### src/design/cbs_pkg.sv
package cbs_pkg;

   // Default datapath geometry
   localparam int COORD_BITS_DEF = 32;
   localparam int FRAC_BITS_DEF  = 16;

   // Sample count register
   localparam int                  CNT_BITS        = 6;
   localparam logic [CNT_BITS-1:0] SAMPLES_RESET   = 6'd20;
   localparam logic [CNT_BITS-1:0] DEFAULT_SAMPLES = 6'd20;
   localparam logic [CNT_BITS-1:0] MAX_SAMPLES     = 6'd62;

   // de Casteljau steps, one lerp each
   localparam int               STEP_BITS = 3;
   localparam logic [STEP_BITS-1:0] STEP_P01 = 3'd0;
   localparam logic [STEP_BITS-1:0] STEP_P12 = 3'd1;
   localparam logic [STEP_BITS-1:0] STEP_P23 = 3'd2;
   localparam logic [STEP_BITS-1:0] STEP_Q01 = 3'd3;
   localparam logic [STEP_BITS-1:0] STEP_Q12 = 3'd4;
   localparam logic [STEP_BITS-1:0] STEP_R01 = 3'd5;

   typedef enum logic [4:0] {
      S_IDLE  = 5'b00001,
      S_FINAL = 5'b00010,
      S_START = 5'b00100,
      S_CALC  = 5'b01000,
      S_EMIT  = 5'b10000
   } state_type;

   typedef struct packed {
      logic load;
      logic advance;
   } tgen_ctl_type;

endpackage

### src/design/cbs_req_if.sv
interface cbs_req_if #(parameter int COORD_BITS = cbs_pkg::COORD_BITS_DEF);
   logic                         valid;
   logic                         ready;
   logic signed [COORD_BITS-1:0] point_x;
   logic signed [COORD_BITS-1:0] point_y;
   logic                         final_point;

   modport source(output valid, output point_x, output point_y, output final_point,
                  input ready);
   modport sink(input valid, input point_x, input point_y, input final_point,
                output ready);
endinterface

### src/design/cbs_rsp_if.sv
interface cbs_rsp_if #(parameter int COORD_BITS = cbs_pkg::COORD_BITS_DEF);
   logic                         valid;
   logic                         ready;
   logic signed [COORD_BITS-1:0] curve_x;
   logic signed [COORD_BITS-1:0] curve_y;
   logic                         run_end;

   modport source(output valid, output curve_x, output curve_y, output run_end,
                  input ready);
   modport sink(input valid, input curve_x, input curve_y, input run_end,
                output ready);
endinterface

### src/design/cbs_lerp.sv
module cbs_lerp #(
   parameter int COORD_BITS = cbs_pkg::COORD_BITS_DEF,
   parameter int FRAC_BITS  = cbs_pkg::FRAC_BITS_DEF
) (
   input  logic                         clock,
   input  logic                         reset,
   input  logic                         start,
   input  logic signed [COORD_BITS-1:0] a,
   input  logic signed [COORD_BITS-1:0] b,
   input  logic [FRAC_BITS-1:0]         t,
   output logic                         done,
   output logic signed [COORD_BITS-1:0] y
);
   import cbs_pkg::*;

   localparam int C = COORD_BITS;
   localparam int F = FRAC_BITS;
   localparam logic [C+F:0]   HALF  = (C+F+1)'(1) << (F-1);
   localparam logic [C-1:0]   SMAX  = {1'b0, {(C-1){1'b1}}};
   localparam logic [C-1:0]   SMIN  = {1'b1, {(C-1){1'b0}}};

   logic signed [C:0]   d_ff;
   logic signed [C-1:0] a_ff;
   logic [F-1:0]        t_ff;
   logic                neg_ff;
   logic [C:0]          mag_ff;
   logic [C+F:0]        prod_ff;
   logic [C:0]          r_ff;
   logic signed [C-1:0] y_ff;
   logic [3:0]          v_ff;
   logic                done_ff;

   logic [C+F:0] rnd;
   logic [C+1:0] ext_a;
   logic [C+1:0] ext_r;
   logic [C+1:0] sum;
   logic [C-1:0] sat;

   always_comb begin
      rnd   = prod_ff + HALF;
      ext_a = {a_ff[C-1], a_ff[C-1], a_ff};
      ext_r = {1'b0, r_ff};
      sum   = neg_ff ? (ext_a - ext_r) : (ext_a + ext_r);
      if ((sum[C+1:C-1] == 3'b000) || (sum[C+1:C-1] == 3'b111)) begin
         sat = sum[C-1:0];
      end else if (sum[C+1]) begin
         sat = SMIN;
      end else begin
         sat = SMAX;
      end
   end

   // Control: walk a lerp down the stages; the caller must keep one lerp in flight, not enforced here
   always_ff @(posedge clock) begin
      if (reset) begin
         v_ff    <= '0;
         done_ff <= 1'b0;
      end else begin
         v_ff    <= {v_ff[2:0], start};
         done_ff <= v_ff[3];
      end
   end

   // Datapath: difference, magnitude, product, round, add and clamp
   always_ff @(posedge clock) begin
      if (start) begin
         d_ff <= $signed({b[C-1], b}) - $signed({a[C-1], a});
         a_ff <= a;
         t_ff <= t;
      end
      if (v_ff[0]) begin
         neg_ff <= d_ff[C];
         mag_ff <= d_ff[C] ? $unsigned(-d_ff) : $unsigned(d_ff);
      end
      if (v_ff[1]) begin
         prod_ff <= (C+F+1)'(mag_ff) * (C+F+1)'(t_ff);
      end
      if (v_ff[2]) begin
         r_ff <= rnd[C+F:F];
      end
      if (v_ff[3]) begin
         y_ff <= $signed(sat);
      end
   end

   assign done = done_ff;
   assign y    = y_ff;

endmodule

### src/design/cbs_tgen.sv
module cbs_tgen #(
   parameter int FRAC_BITS = cbs_pkg::FRAC_BITS_DEF
) (
   input  logic                          clock,
   input  cbs_pkg::tgen_ctl_type         ctl,
   input  logic [cbs_pkg::CNT_BITS-1:0]  n,
   output logic [FRAC_BITS-1:0]          t,
   output logic                          last
);
   import cbs_pkg::*;

   localparam int F   = FRAC_BITS;
   localparam int TAB = 1 << CNT_BITS;

   // Per-step increment of t = round(k * 2^F / n): quotient and remainder of 2^F / n
   logic [F:0]          quo_tab [TAB];
   logic [CNT_BITS-1:0] rem_tab [TAB];

   for (genvar g = 0; g < TAB; g++) begin : g_tab
      localparam int unsigned DIV = (g == 0) ? 1 : g;
      localparam int unsigned QV  = (1 << F) / DIV;
      localparam int unsigned RV  = (1 << F) % DIV;
      assign quo_tab[g] = (F+1)'(QV);
      assign rem_tab[g] = CNT_BITS'(RV);
   end

   logic [F-1:0]        t_ff;
   logic [CNT_BITS-1:0] rem_ff;
   logic [CNT_BITS-1:0] k_ff;

   logic [CNT_BITS:0]   r_add;
   logic                wrap;
   logic [F:0]          t_next;
   logic [CNT_BITS:0]   r_next;

   always_comb begin
      r_add  = {1'b0, rem_ff} + {1'b0, rem_tab[n]};
      wrap   = (r_add >= {1'b0, n});
      t_next = {1'b0, t_ff} + quo_tab[n] + (F+1)'(wrap);
      r_next = wrap ? (r_add - {1'b0, n}) : r_add;
   end

   always_ff @(posedge clock) begin
      if (ctl.load) begin
         t_ff   <= '0;
         rem_ff <= n >> 1;
         k_ff   <= '0;
      end else if (ctl.advance) begin
         t_ff   <= t_next[F-1:0];
         rem_ff <= r_next[CNT_BITS-1:0];
         k_ff   <= k_ff + 1'b1;
      end
   end

   assign t    = t_ff;
   assign last = (k_ff == (n - 1'b1));

endmodule

### src/design/cubic_bezier_sampler.sv
// Channel   Direction  Transaction carries
// req_if    in         point_x, point_y (Q16.16), final_point
// rsp_if    out        curve_x, curve_y (Q16.16), run_end
// csr_*     in         samples_per_segment N (6 bits), written when csr_we is high
//
// A point not closing a segment is taken in idle, then S_FINAL if it ends the chain.
// For a point closing a segment, each sample runs twelve lerps (six per axis)
// one after another through the single five-stage lerp unit.
// Reset clears the sequencer, the chain state and N (back to 20); no clearing pass.
// The response register frees once rsp_if.ready is seen; a stall there holds the sequencer
// at its next output, and req_if.ready stays low until the block is back in idle.
module cubic_bezier_sampler #(
   parameter int COORD_BITS = cbs_pkg::COORD_BITS_DEF,
   parameter int FRAC_BITS  = cbs_pkg::FRAC_BITS_DEF
) (
   input  logic                         clock,
   input  logic                         reset,
   input  logic                         csr_we,
   input  logic [cbs_pkg::CNT_BITS-1:0] csr_wdata,
   cbs_req_if.sink                      req_if,
   cbs_rsp_if.source                    rsp_if
);
   import cbs_pkg::*;

   localparam int C = COORD_BITS;

   // ---------------------------------------------------------------- state
   state_type             state_ff, state_in;
   logic [CNT_BITS-1:0]   nreg_ff;

   // Segment held so far: start point and two inner control points
   logic signed [C-1:0]   held_x_ff [3];
   logic signed [C-1:0]   held_y_ff [3];
   logic signed [C-1:0]   held_x_in [3];
   logic signed [C-1:0]   held_y_in [3];
   logic [1:0]            phase_ff, phase_in;
   logic                  started_ff, started_in;

   // The point of the current transaction
   logic signed [C-1:0]   in_x_ff, in_x_in;
   logic signed [C-1:0]   in_y_ff, in_y_in;
   logic                  fin_ff, fin_in;

   // Last point sent in this chain
   logic signed [C-1:0]   sent_x_ff, sent_x_in;
   logic signed [C-1:0]   sent_y_ff, sent_y_in;
   logic                  any_sent_ff, any_sent_in;

   // de Casteljau scratch and the finished sample
   logic signed [C-1:0]   w_ff [3];
   logic signed [C-1:0]   w_in [3];
   logic signed [C-1:0]   samp_x_ff, samp_x_in;
   logic signed [C-1:0]   samp_y_ff, samp_y_in;
   logic [STEP_BITS-1:0]  step_ff, step_in;
   logic                  coord_ff, coord_in;
   logic                  busy_ff, busy_in;

   // Response register
   logic                  rsp_valid_ff, rsp_valid_in;
   logic signed [C-1:0]   rsp_x_ff, rsp_x_in;
   logic signed [C-1:0]   rsp_y_ff, rsp_y_in;
   logic                  rsp_end_ff, rsp_end_in;

   // ---------------------------------------------------------------- shared units
   logic [CNT_BITS-1:0]   n_eff;
   tgen_ctl_type          tctl;
   logic [FRAC_BITS-1:0]  t_cur;
   logic                  t_last;

   logic                  lerp_start;
   logic                  lerp_done;
   logic signed [C-1:0]   op_a, op_b, lerp_y;
   logic signed [C-1:0]   pt [4];

   // N of zero means the default, anything past the maximum clamps
   always_comb begin
      if (nreg_ff == '0) begin
         n_eff = DEFAULT_SAMPLES;
      end else if (nreg_ff > MAX_SAMPLES) begin
         n_eff = MAX_SAMPLES;
      end else begin
         n_eff = nreg_ff;
      end
   end

   cbs_tgen #(.FRAC_BITS(FRAC_BITS)) u_tgen (
      .clock (clock),
      .ctl   (tctl),
      .n     (n_eff),
      .t     (t_cur),
      .last  (t_last)
   );

   cbs_lerp #(.COORD_BITS(C), .FRAC_BITS(FRAC_BITS)) u_lerp (
      .clock (clock),
      .reset (reset),
      .start (lerp_start),
      .a     (op_a),
      .b     (op_b),
      .t     (t_cur),
      .done  (lerp_done),
      .y     (lerp_y)
   );

   // Operand selection: the four control points of the axis in hand, then scratch
   always_comb begin
      pt[0] = coord_ff ? held_y_ff[0] : held_x_ff[0];
      pt[1] = coord_ff ? held_y_ff[1] : held_x_ff[1];
      pt[2] = coord_ff ? held_y_ff[2] : held_x_ff[2];
      pt[3] = coord_ff ? in_y_ff      : in_x_ff;
      case (step_ff)
         STEP_P01: begin
            op_a = pt[0];
            op_b = pt[1];
         end
         STEP_P12: begin
            op_a = pt[1];
            op_b = pt[2];
         end
         STEP_P23: begin
            op_a = pt[2];
            op_b = pt[3];
         end
         STEP_Q01: begin
            op_a = w_ff[0];
            op_b = w_ff[1];
         end
         STEP_Q12: begin
            op_a = w_ff[1];
            op_b = w_ff[2];
         end
         default: begin
            op_a = w_ff[0];
            op_b = w_ff[1];
         end
      endcase
   end

   // ---------------------------------------------------------------- sequencer
   logic slot_free;
   logic final_differs;
   logic samp_differs;

   assign slot_free     = !rsp_valid_ff || rsp_if.ready;
   assign final_differs = (sent_x_ff != in_x_ff) || (sent_y_ff != in_y_ff);
   assign samp_differs  = (samp_x_ff != in_x_ff) || (samp_y_ff != in_y_ff);

   always_comb begin
      state_in     = state_ff;
      held_x_in    = held_x_ff;
      held_y_in    = held_y_ff;
      phase_in     = phase_ff;
      started_in   = started_ff;
      in_x_in      = in_x_ff;
      in_y_in      = in_y_ff;
      fin_in       = fin_ff;
      sent_x_in    = sent_x_ff;
      sent_y_in    = sent_y_ff;
      any_sent_in  = any_sent_ff;
      w_in         = w_ff;
      samp_x_in    = samp_x_ff;
      samp_y_in    = samp_y_ff;
      step_in      = step_ff;
      coord_in     = coord_ff;
      busy_in      = busy_ff;
      rsp_x_in     = rsp_x_ff;
      rsp_y_in     = rsp_y_ff;
      rsp_end_in   = rsp_end_ff;
      rsp_valid_in = rsp_valid_ff && !rsp_if.ready;
      tctl         = '0;
      lerp_start   = 1'b0;

      case (state_ff)
         S_IDLE: begin
            if (req_if.valid) begin
               in_x_in = req_if.point_x;
               in_y_in = req_if.point_y;
               fin_in  = req_if.final_point;
               if (!started_ff) begin
                  // first point of a chain
                  held_x_in[0] = req_if.point_x;
                  held_y_in[0] = req_if.point_y;
                  phase_in     = 2'd1;
                  started_in   = 1'b1;
                  any_sent_in  = 1'b0;
               end else if (phase_ff != 2'd3) begin
                  held_x_in[phase_ff] = req_if.point_x;
                  held_y_in[phase_ff] = req_if.point_y;
                  phase_in            = phase_ff + 2'd1;
               end
               if (started_ff && (phase_ff == 2'd3)) begin
                  state_in = S_START;
               end else if (req_if.final_point) begin
                  // drop any partial segment and end the chain
                  started_in = 1'b0;
                  phase_in   = 2'd0;
                  state_in   = S_FINAL;
               end
            end
         end

         S_FINAL: begin
            if (!any_sent_ff || final_differs) begin
               if (slot_free) begin
                  rsp_valid_in = 1'b1;
                  rsp_x_in     = in_x_ff;
                  rsp_y_in     = in_y_ff;
                  rsp_end_in   = 1'b1;
                  sent_x_in    = in_x_ff;
                  sent_y_in    = in_y_ff;
                  any_sent_in  = 1'b1;
                  state_in     = S_IDLE;
               end
            end else begin
               state_in = S_IDLE;
            end
         end

         S_START: begin
            if (slot_free) begin
               // segment start point goes out first, samples always follow
               rsp_valid_in = 1'b1;
               rsp_x_in     = held_x_ff[0];
               rsp_y_in     = held_y_ff[0];
               rsp_end_in   = 1'b0;
               sent_x_in    = held_x_ff[0];
               sent_y_in    = held_y_ff[0];
               any_sent_in  = 1'b1;
               tctl.load    = 1'b1;
               step_in      = STEP_P01;
               coord_in     = 1'b0;
               busy_in      = 1'b0;
               state_in     = S_CALC;
            end
         end

         S_CALC: begin
            if (!busy_ff) begin
               lerp_start = 1'b1;
               busy_in    = 1'b1;
            end else if (lerp_done) begin
               busy_in = 1'b0;
               if (step_ff == STEP_R01) begin
                  step_in = STEP_P01;
                  if (!coord_ff) begin
                     samp_x_in = lerp_y;
                     coord_in  = 1'b1;
                  end else begin
                     samp_y_in = lerp_y;
                     coord_in  = 1'b0;
                     state_in  = S_EMIT;
                  end
               end else begin
                  case (step_ff)
                     STEP_P01, STEP_Q01: w_in[0] = lerp_y;
                     STEP_P12, STEP_Q12: w_in[1] = lerp_y;
                     default:            w_in[2] = lerp_y;
                  endcase
                  step_in = step_ff + 1'b1;
               end
            end
         end

         S_EMIT: begin
            if (slot_free) begin
               rsp_valid_in = 1'b1;
               rsp_x_in     = samp_x_ff;
               rsp_y_in     = samp_y_ff;
               // last sample closes the run unless the final point must follow
               rsp_end_in   = t_last && !(fin_ff && samp_differs);
               sent_x_in    = samp_x_ff;
               sent_y_in    = samp_y_ff;
               any_sent_in  = 1'b1;
               if (t_last) begin
                  held_x_in[0] = in_x_ff;
                  held_y_in[0] = in_y_ff;
                  phase_in     = 2'd1;
                  if (fin_ff) begin
                     started_in = 1'b0;
                     phase_in   = 2'd0;
                     state_in   = S_FINAL;
                  end else begin
                     state_in = S_IDLE;
                  end
               end else begin
                  tctl.advance = 1'b1;
                  state_in     = S_CALC;
               end
            end
         end

         default: begin
            state_in = S_IDLE;
         end
      endcase
   end

   // ---------------------------------------------------------------- registers
   always_ff @(posedge clock) begin
      if (reset) begin
         state_ff     <= S_IDLE;
         nreg_ff      <= SAMPLES_RESET;
         phase_ff     <= 2'd0;
         started_ff   <= 1'b0;
         any_sent_ff  <= 1'b0;
         busy_ff      <= 1'b0;
         rsp_valid_ff <= 1'b0;
         step_ff      <= STEP_P01;
         coord_ff     <= 1'b0;
      end else begin
         state_ff     <= state_in;
         phase_ff     <= phase_in;
         started_ff   <= started_in;
         any_sent_ff  <= any_sent_in;
         busy_ff      <= busy_in;
         rsp_valid_ff <= rsp_valid_in;
         step_ff      <= step_in;
         coord_ff     <= coord_in;
         if (csr_we) begin
            nreg_ff <= csr_wdata;
         end
      end
   end

   // Payload, no reset needed: every field is written before it is read
   always_ff @(posedge clock) begin
      held_x_ff  <= held_x_in;
      held_y_ff  <= held_y_in;
      in_x_ff    <= in_x_in;
      in_y_ff    <= in_y_in;
      fin_ff     <= fin_in;
      sent_x_ff  <= sent_x_in;
      sent_y_ff  <= sent_y_in;
      w_ff       <= w_in;
      samp_x_ff  <= samp_x_in;
      samp_y_ff  <= samp_y_in;
      rsp_x_ff   <= rsp_x_in;
      rsp_y_ff   <= rsp_y_in;
      rsp_end_ff <= rsp_end_in;
   end

   // ---------------------------------------------------------------- ports
   assign req_if.ready   = (state_ff == S_IDLE);
   assign rsp_if.valid   = rsp_valid_ff;
   assign rsp_if.curve_x = rsp_x_ff;
   assign rsp_if.curve_y = rsp_y_ff;
   assign rsp_if.run_end = rsp_end_ff;

endmodule

### src/flat_wrapper.sv
// flat-port wrapper written by rule: the top's interface ports become plain ports
module cubic_bezier_sampler_flat import cbs_pkg::*;
#(
   parameter int COORD_BITS = cbs_pkg::COORD_BITS_DEF,
   parameter int FRAC_BITS  = cbs_pkg::FRAC_BITS_DEF
)
  (clock, reset, csr_we, csr_wdata, req_if_valid, req_if_point_x, req_if_point_y, req_if_final_point, req_if_ready, rsp_if_valid, rsp_if_curve_x, rsp_if_curve_y, rsp_if_run_end, rsp_if_ready);
  cbs_req_if #(.COORD_BITS(COORD_BITS)) req_if_i ();
  cbs_rsp_if #(.COORD_BITS(COORD_BITS)) rsp_if_i ();
  input  logic clock;
  input  logic reset;
  input  logic csr_we;
  input  logic [cbs_pkg::CNT_BITS-1:0] csr_wdata;
  input wire logic [$bits(req_if_i.valid)-1:0] req_if_valid;
  input wire logic [$bits(req_if_i.point_x)-1:0] req_if_point_x;
  input wire logic [$bits(req_if_i.point_y)-1:0] req_if_point_y;
  input wire logic [$bits(req_if_i.final_point)-1:0] req_if_final_point;
  output wire logic [$bits(req_if_i.ready)-1:0] req_if_ready;
  output wire logic [$bits(rsp_if_i.valid)-1:0] rsp_if_valid;
  output wire logic [$bits(rsp_if_i.curve_x)-1:0] rsp_if_curve_x;
  output wire logic [$bits(rsp_if_i.curve_y)-1:0] rsp_if_curve_y;
  output wire logic [$bits(rsp_if_i.run_end)-1:0] rsp_if_run_end;
  input wire logic [$bits(rsp_if_i.ready)-1:0] rsp_if_ready;
  assign req_if_i.valid = req_if_valid;
  assign req_if_i.point_x = req_if_point_x;
  assign req_if_i.point_y = req_if_point_y;
  assign req_if_i.final_point = req_if_final_point;
  assign req_if_ready = req_if_i.ready;
  assign rsp_if_valid = rsp_if_i.valid;
  assign rsp_if_curve_x = rsp_if_i.curve_x;
  assign rsp_if_curve_y = rsp_if_i.curve_y;
  assign rsp_if_run_end = rsp_if_i.run_end;
  assign rsp_if_i.ready = rsp_if_ready;
  cubic_bezier_sampler #(.COORD_BITS(COORD_BITS), .FRAC_BITS(FRAC_BITS)) u_core (.clock(clock), .reset(reset), .csr_we(csr_we), .csr_wdata(csr_wdata), .req_if(req_if_i), .rsp_if(rsp_if_i));
endmodule
### config.mk
export PLATFORM = sky130hd
export DESIGN_NAME = cubic_bezier_sampler_flat
export DESIGN_NICKNAME = d
export VERILOG_FILES = /design/src/design/cbs_pkg.sv /design/src/design/cbs_req_if.sv /design/src/design/cbs_rsp_if.sv /design/src/design/cbs_lerp.sv /design/src/design/cbs_tgen.sv /design/src/design/cubic_bezier_sampler.sv /design/src/flat_wrapper.sv
export SDC_FILE = /design/constraint.sdc
export NUM_CORES = 2
export LEC_CHECK = 0
export BUFFER_PORTS_ARGS = -buffer_cell sky130_fd_sc_hd__buf_2
export CELL_PAD_IN_SITES_DETAIL_PLACEMENT = 2
export CELL_PAD_IN_SITES_GLOBAL_PLACEMENT = 2
export CORE_MARGIN = 4
export CORE_UTILIZATION = 40
export CTS_CLUSTER_SIZE = 8
export DETAILED_ROUTE_END_ITERATION = 8
export PLACE_DENSITY = 0.82
export SYNTH_ARGS = -nofsm -noshare
export SYNTH_HDL_FRONTEND = slang
export SYNTH_SLANG_ARGS = --single-unit
### constraint.sdc
create_clock -name clock -period 16.7 [get_ports clock]
set_input_delay 2.505 -clock clock [delete_from_list [all_inputs] [get_ports clock]]
set_output_delay 2.505 -clock clock [all_outputs]
set_load 0.02 [all_outputs]
**Yosys cells after proc, flatten, opt, wreduce, memory -nomap -nowiden**

Memory sizes are Yosys's and may differ from the RTL's.
Index checks and enable logic that the tools add are counted.

- Register bits: 765
- Bits in read-only memories: 1472
- Bits of input ports: 76
- Output and inout bits: 67
- Logic and storage cells: 252
- Memories: 2

Memories:

| name | words | width | rd ports | clocked after memory_dff | write ports | line | source |
|---|---|---|---|---|---|---|---|
| (no name shown) | 64 | 17 | 1 | 0 | 0 | cbs_tgen.sv:39 | `t_next = {1'b0, t_ff} + quo_tab[n] + (F+1)'(wrap);` |
| (no name shown) | 64 | 6 | 1 | 0 | 0 | cbs_tgen.sv:37 | `r_add = {1'b0, rem_ff} + {1'b0, rem_tab[n]};` |

- Add/subtract/negate cells: 13
- $mul: 1
- Magnitude comparators: 5
- Equality and inequality tests: 33
- Muxes and demuxes: 110
- Bitwise gates (word level): 5
- Reduce and logical (&&, ||, !) cells: 42

Operators by type and width:

| cell | count |
|---|---|
| $mux 32 | 22 |
| $mux 96 | 4 |
| $pmux 32 s4 | 2 |
| $bwmux 96 | 2 |
| $pmux 32 s3 | 2 |
| $mux 64 | 2 |
| $ne 32x32->1 | 4 |
| $pmux 32 s2 | 2 |
| $mux 5 | 14 |
| $demux 32 s2 | 1 |
| $add 49x16->49 const B | 1 |
| $mul 33x16->49 | 1 |
| $reduce_and 5->1 | 9 |
| $add 34x33->34 | 1 |
| $mux 34 | 1 |
| $sub 34x33->34 | 1 |
| $neg 33->33 | 1 |
| $sub 32x32->33 | 1 |
| $mux 16 | 2 |
| $mux 1 | 30 |
| $mux 6 | 5 |
| $pmux 5 s5 | 1 |
| $ne 2x1->1 const B | 9 |
| $add 16x1->16 | 1 |
| 46 further kinds | 90 |

**Logic depth before layout (Yosys ltp)**

- Depth in word-level cells: 12
- Depth in mapped cells: 34
- Mapped depth without buffers: 32

**Modules after synthesis**

A second synthesis with hierarchy kept.

- Cells, all modules: 5093
- Area, all modules: 54458.5 um^2

Modules (own cells, without submodules):

| module | times used | cells each | area each (um^2) | seq. area each (um^2) |
|---|---|---|---|---|
| cbs_lerp | 1 | 2923 | 28273.4 | 6526.3 |
| cubic_bezier_sampler | 1 | 1604 | 22121.2 | 14894.3 |
| cbs_tgen | 1 | 566 | 4063.9 | 610.6 |

**Worst setup path before layout**

Ideal clock, no wire load.

- Kind: input -> register
- From: input req_if_valid
- To: register u_core.held_x_ff[0] (netlist name) (enable)
- Setup time: 0.565 ns
- Arrival: 7.065 ns
- Data required time: 16.135 ns
- Path slack: 9.070 ns
- Stages: 2
- Buffers on the path: 0
- Cell sequence: nand2_1 nor3_1

- Longest elaborated chain between the ends: 1

RTL lines:

| element | line | source |
|---|---|---|
| start, declared | flat_wrapper.sv:14 | `input wire logic [$bits(req_if_i.valid)-1:0] req_if_valid;` |
| $reduce_and 4->1 (no source line) | n/a |  |
| end signal, assigned | cubic_bezier_sampler.sv:327 | `held_x_ff <= held_x_in;` |
| end, declared | cubic_bezier_sampler.sv:32 | `logic signed [C-1:0] held_x_ff [3];` |

Every way passes these cells.
A chain may end at the register's enable or synchronous reset.

**Final worst setup path**

- From: register u_core.nreg_ff[3]
- To: register u_core.u_tgen.t_ff[14] (netlist: u_core.u_tgen.t[14])

- Longest elaborated chain between the ends: 10
- Elaborated cells between the ends (all ways): 20
- Those cells by class: add/sub (4); order compare (2); eq/ne (1); mux (9); bitwise (1); reduce/logical (1); memory (2)

RTL lines:

| element | line | source |
|---|---|---|
| start, declared | cubic_bezier_sampler.sv:29 | `logic [CNT_BITS-1:0] nreg_ff;` |
| start signal, assigned | cubic_bezier_sampler.sv:320 | `nreg_ff <= csr_wdata;` |
| $gt 6x6->1 | cubic_bezier_sampler.sv:79 | `end else if (nreg_ff > MAX_SAMPLES) begin` |
| $mux 6 | cubic_bezier_sampler.sv:79 |  |
| $mux 6 (*) | cubic_bezier_sampler.sv:77 | `if (nreg_ff == '0) begin` |
| $not 6->7 (implied by the code) | cbs_tgen.sv:37, cbs_tgen.sv:39 |  |
| $mem_v2 64x6 | n/a |  |
| $mux 6 (implied by the code) (2 in series) | cbs_tgen.sv:37 |  |
| $add 6x6->7 | cbs_tgen.sv:37 |  |
| $ge 7x6->1 | cbs_tgen.sv:38 | `wrap = (r_add >= {1'b0, n});` |
| $add 16x1->16 | cbs_tgen.sv:39 |  |
| end signal, assigned | cbs_tgen.sv:49 | `t_ff <= t_next[F-1:0];` |
| end, declared | cbs_tgen.sv:27 | `logic [F-1:0] t_ff;` |

Every way passes the cells marked *; elsewhere a longest branch is shown, timed or not. The select of a mux whose other input is x is not followed.

==> impl_metrics.ini <==
[sta]
timing.max_slew.rel_slack_pct = 18.0
unrepaired_setup_endpoints_after_global_routing = false
worst-slew-pin-transition_ns = 1.23
timing.setup.tns_ns = 0
hold_viol = 0
clock.fmax_mhz = 115
timing.final.max_slew_violations = 0
finalSetupViolations = 0
final_min_period_over_clock_period_pct = 51.9
finalWorstPathRequiredPeriod_ns = 8.67
skew_ns = 0.0843

[clocking]
worstSkewPairLatency_ns = 0.76
tritoncts.num_buffers = 104
clock-sinks = 750
cts_setup_buffers = 0
cts.path.max_buffers = 3
resized_gates_after_cts = 0
cts_htree_levels = 3
cts_hold_buffers = 0
tritoncts_clock_tree = yes
clock-root-buffer = clkbuf_16
clk_pin_slew_ns = 0.06

[routing]
postRouteAntennaNets = 0
vias = 41715
via_density_per_instance = 6.05
drt_drc_violations_left = 0
detailedRoute.firstPassIterationCount = 6
post_dr_wirelength_cell_um = 30.5
dr.first_iter.drc_count = 3855
postRouteWirelength_mm = 211

[floorplanning]
fp.dieW_um = 374
boundaryPins = 143
placement_rows = 134
fp.dieH_um = 374
initial_utilization_pct = 40.2
dieArea_sq_um = 140000
core-area_sq_um = 133000

[logic_synthesis]
mappedNetlistArea_sq_um = 53700
synth_sequential_area_ratio_pct = 41.0
synth_flop_cell = edfxtp_1
postSynthCellCount = 5022
yosysTopAreaCell = edfxtp_1
synth_edf_count = 701
synth-seq-cells = 750
post-synth-top-area-fraction_pct = 39.2
async_reset_ff_share_pct = 0
yosys_warnings = 0
synth_top_area_cells = edfxtp_1 (39%), fa_1 (16%), ha_1 (5.3%), nand2_1 (5.0%), inv_1 (4.1%)
average_footprint_of_a_synthesized_cell_sq_um = 10.7
postSynthNetCount = 5763
synth_cell_type_count = 87

[flow_run]
number_of_maximum_capacitance_constraint_violations = 0

[finish]
drive_above_1_share_pct = 8.03
num-nets-final = 5842
syn2layout_area_growth_pct = 10.2
most-common-layout-cells = nand2_1 (717), edfxtp_1 (701), inv_1 (585)
ff_latch_area_sq_um = 22000
n_fill_cell = 13701
final_common_cell = nand2_1
insertedDiodeCount = 0
total_area_of_multi_input_combinational_cells_sq_um = 28600

[grt]
grt_pass1_wl_mm = 315
grt_start_max_net_pins = 69
via_count_of_the_first_global_routing_pass = 47018
global_route.overflow_total = 0
initial_antenna_violation_count = 5
track_usage_pct = 29.6

[worst_setup_path]
worst_setup_path_end_kind = flop
crit_path_start_kind = flop
r2r.worst_path.cells = 33
crit_path_top_delay_cell = dfxtp_2
crit_fanout = 34
worstPathArrival_ns = 9.25
worst_path_largest_cell_delay_ns = 0.76
critical_path.most_common_cell = o21ai_0
critical_path_required_ns = 17.28
critPathKind = flop to flop

[power_and_ir_drop]
total_power_uw = 4710
vdd_ir_max_v = 0.0000888
cellLeakagePower_uw = 0.0243
power_density_nw_per_um2 = 79.6

[placement]
place.gp.congestion = 0.894
portBuffers = 142
dp.final_hpwl_mm = 145

[run_status]
run_status = complete, no violations

[worst_hold_path]
hold_class = flop to flop
worstHoldPathCells = 0
-- critical path: cells and delay by family (launching register included) --
kind / cells / cell delay, ns
xor+xnor: 1 / 0.25
flops: 1 / 0.76
compound gates: 18 / 3.95
simple gates: 5 / 0.71
fa+ha+maj: 6 / 2.04
buf+inv: 3 / 0.80
-- worst paths after layout --
check / to / slack, ns / startpoint
worst max-delay path: u_core.u_tgen.t[14]$_SDFFE_PP0P_ / 8.03 / u_core.nreg_ff[3]$_SDFFE_PP0P_
worst min-delay path: u_core.u_lerp.t_ff[11]$_DFFE_PP_ / 0.49 / u_core.u_tgen.t[11]$_SDFFE_PP0P_
worst max register to register: u_core.u_tgen.t[14]$_SDFFE_PP0P_ / 8.03 / u_core.nreg_ff[3]$_SDFFE_PP0P_
worst min register to register: u_core.u_lerp.t_ff[11]$_DFFE_PP_ / 0.49 / u_core.u_tgen.t[11]$_SDFFE_PP0P_
-- area by class of cell --
| type | count | share of cell area, % |
|---|---|---|
| repair buffers | 216 | 2.14 |
| inverters | 587 | 3.72 |
| clock buffers | 128 | 4.55 |
| clock inverters | 9 | 0.300 |
| multi-input cells | 3442 | 48.3 |
| well taps | 1768 | 3.74 |
| flip-flops and latches | 750 | 37.2 |
-- per-stage QoR --
stage	setup slack (ns)	hold WS [ns]	cells	utilization, %	area (sq um)
2_1_floorplan	9.07	0.429	5022	-	53700
3_3_place_gp	8.33	0.469	6763	42.2	56300
3_5_place_dp	8.18	0.473	6763	42.2	56300
4_1_cts	8.09	0.490	6900	44.4	59200
5_1_grt	7.29	0.513	6900	44.4	59200
6_report	8.03	0.492	6900	44.4	59200
-- power by group --
| part | leakage [uW] | total (uW) | switching [uW] | internal [uW] |
|---|---|---|---|---|
| sequential | 0.00678 | 2200 | 77.4 | 2130 |
| clock | 0.00138 | 2010 | 884 | 1120 |
| combinational | 0.0161 | 502 | 342 | 160 |
| total | 0.0243 | 4710 | 1300 | 3410 |
-- state kept, by name, summed over array words and instances (netlist names), 33 cells and up --
register               cells
u_core.held_x_ff          96
u_core.held_y_ff          96
u_core.w_ff               96
u_core.u_lerp.prod_ff     34
u_core.u_lerp.d_ff        33
u_core.u_lerp.mag_ff      33
u_core.u_lerp.r_ff        33
-- cell usage after synthesis (all sizes together) (9+ instances only) --
master  instances
and3           33
a221oi         13
or3            20
a21o           89
o21ai         173
o211ai         14
nand2         718
a21oi         232
xnor2         226
dfxtp          49
a21boi         10
a31oi          23
a211o          33
nor4           25
fa            437
nand3          55
buf            32
nand4          41
a311oi          9
a211oi         12
mux2i         108
nor2          168
a22oi          92
or2             9
nand2b         19
mux2           34
nor2b          36
ha            228
o31ai          14
o22ai          43
o21bai         16
xor2           96
and2          172
a22o           59
edfxtp        701
a221o          10
inv           587
nor3           47
clkbuf        211
o221ai         24
o21a           22
-- metal layers --
layer	wire length [um]	part of all wire, %	up-vias	track usage [%]
met2	104000	49	1926	51.1
li1	-	-	17357	-
met5	23	0.011	-	0
met1	81900	39	21846	36.2
met3	13200	6.3	582	4.21
met4	11800	5.6	4	14.8
-- cell families (layout without fill, tap and decap cells) --
logic type / after synthesis / after routing / share of synthesized area, %
buffers and inverters: 830 / 940 / 5.85
muxes: 142 / 142 / 2.73
and+or+nand+nor: 1365 / 1365 / 11.7
xor gates and xnor gates: 322 / 322 / 5.29
AOI/OAI and AO/OA: 947 / 947 / 11.8
adders and majority gates: 666 / 666 / 21.6
DFF: 750 / 750 / 41.0
(Power assumes the default switching activity.)
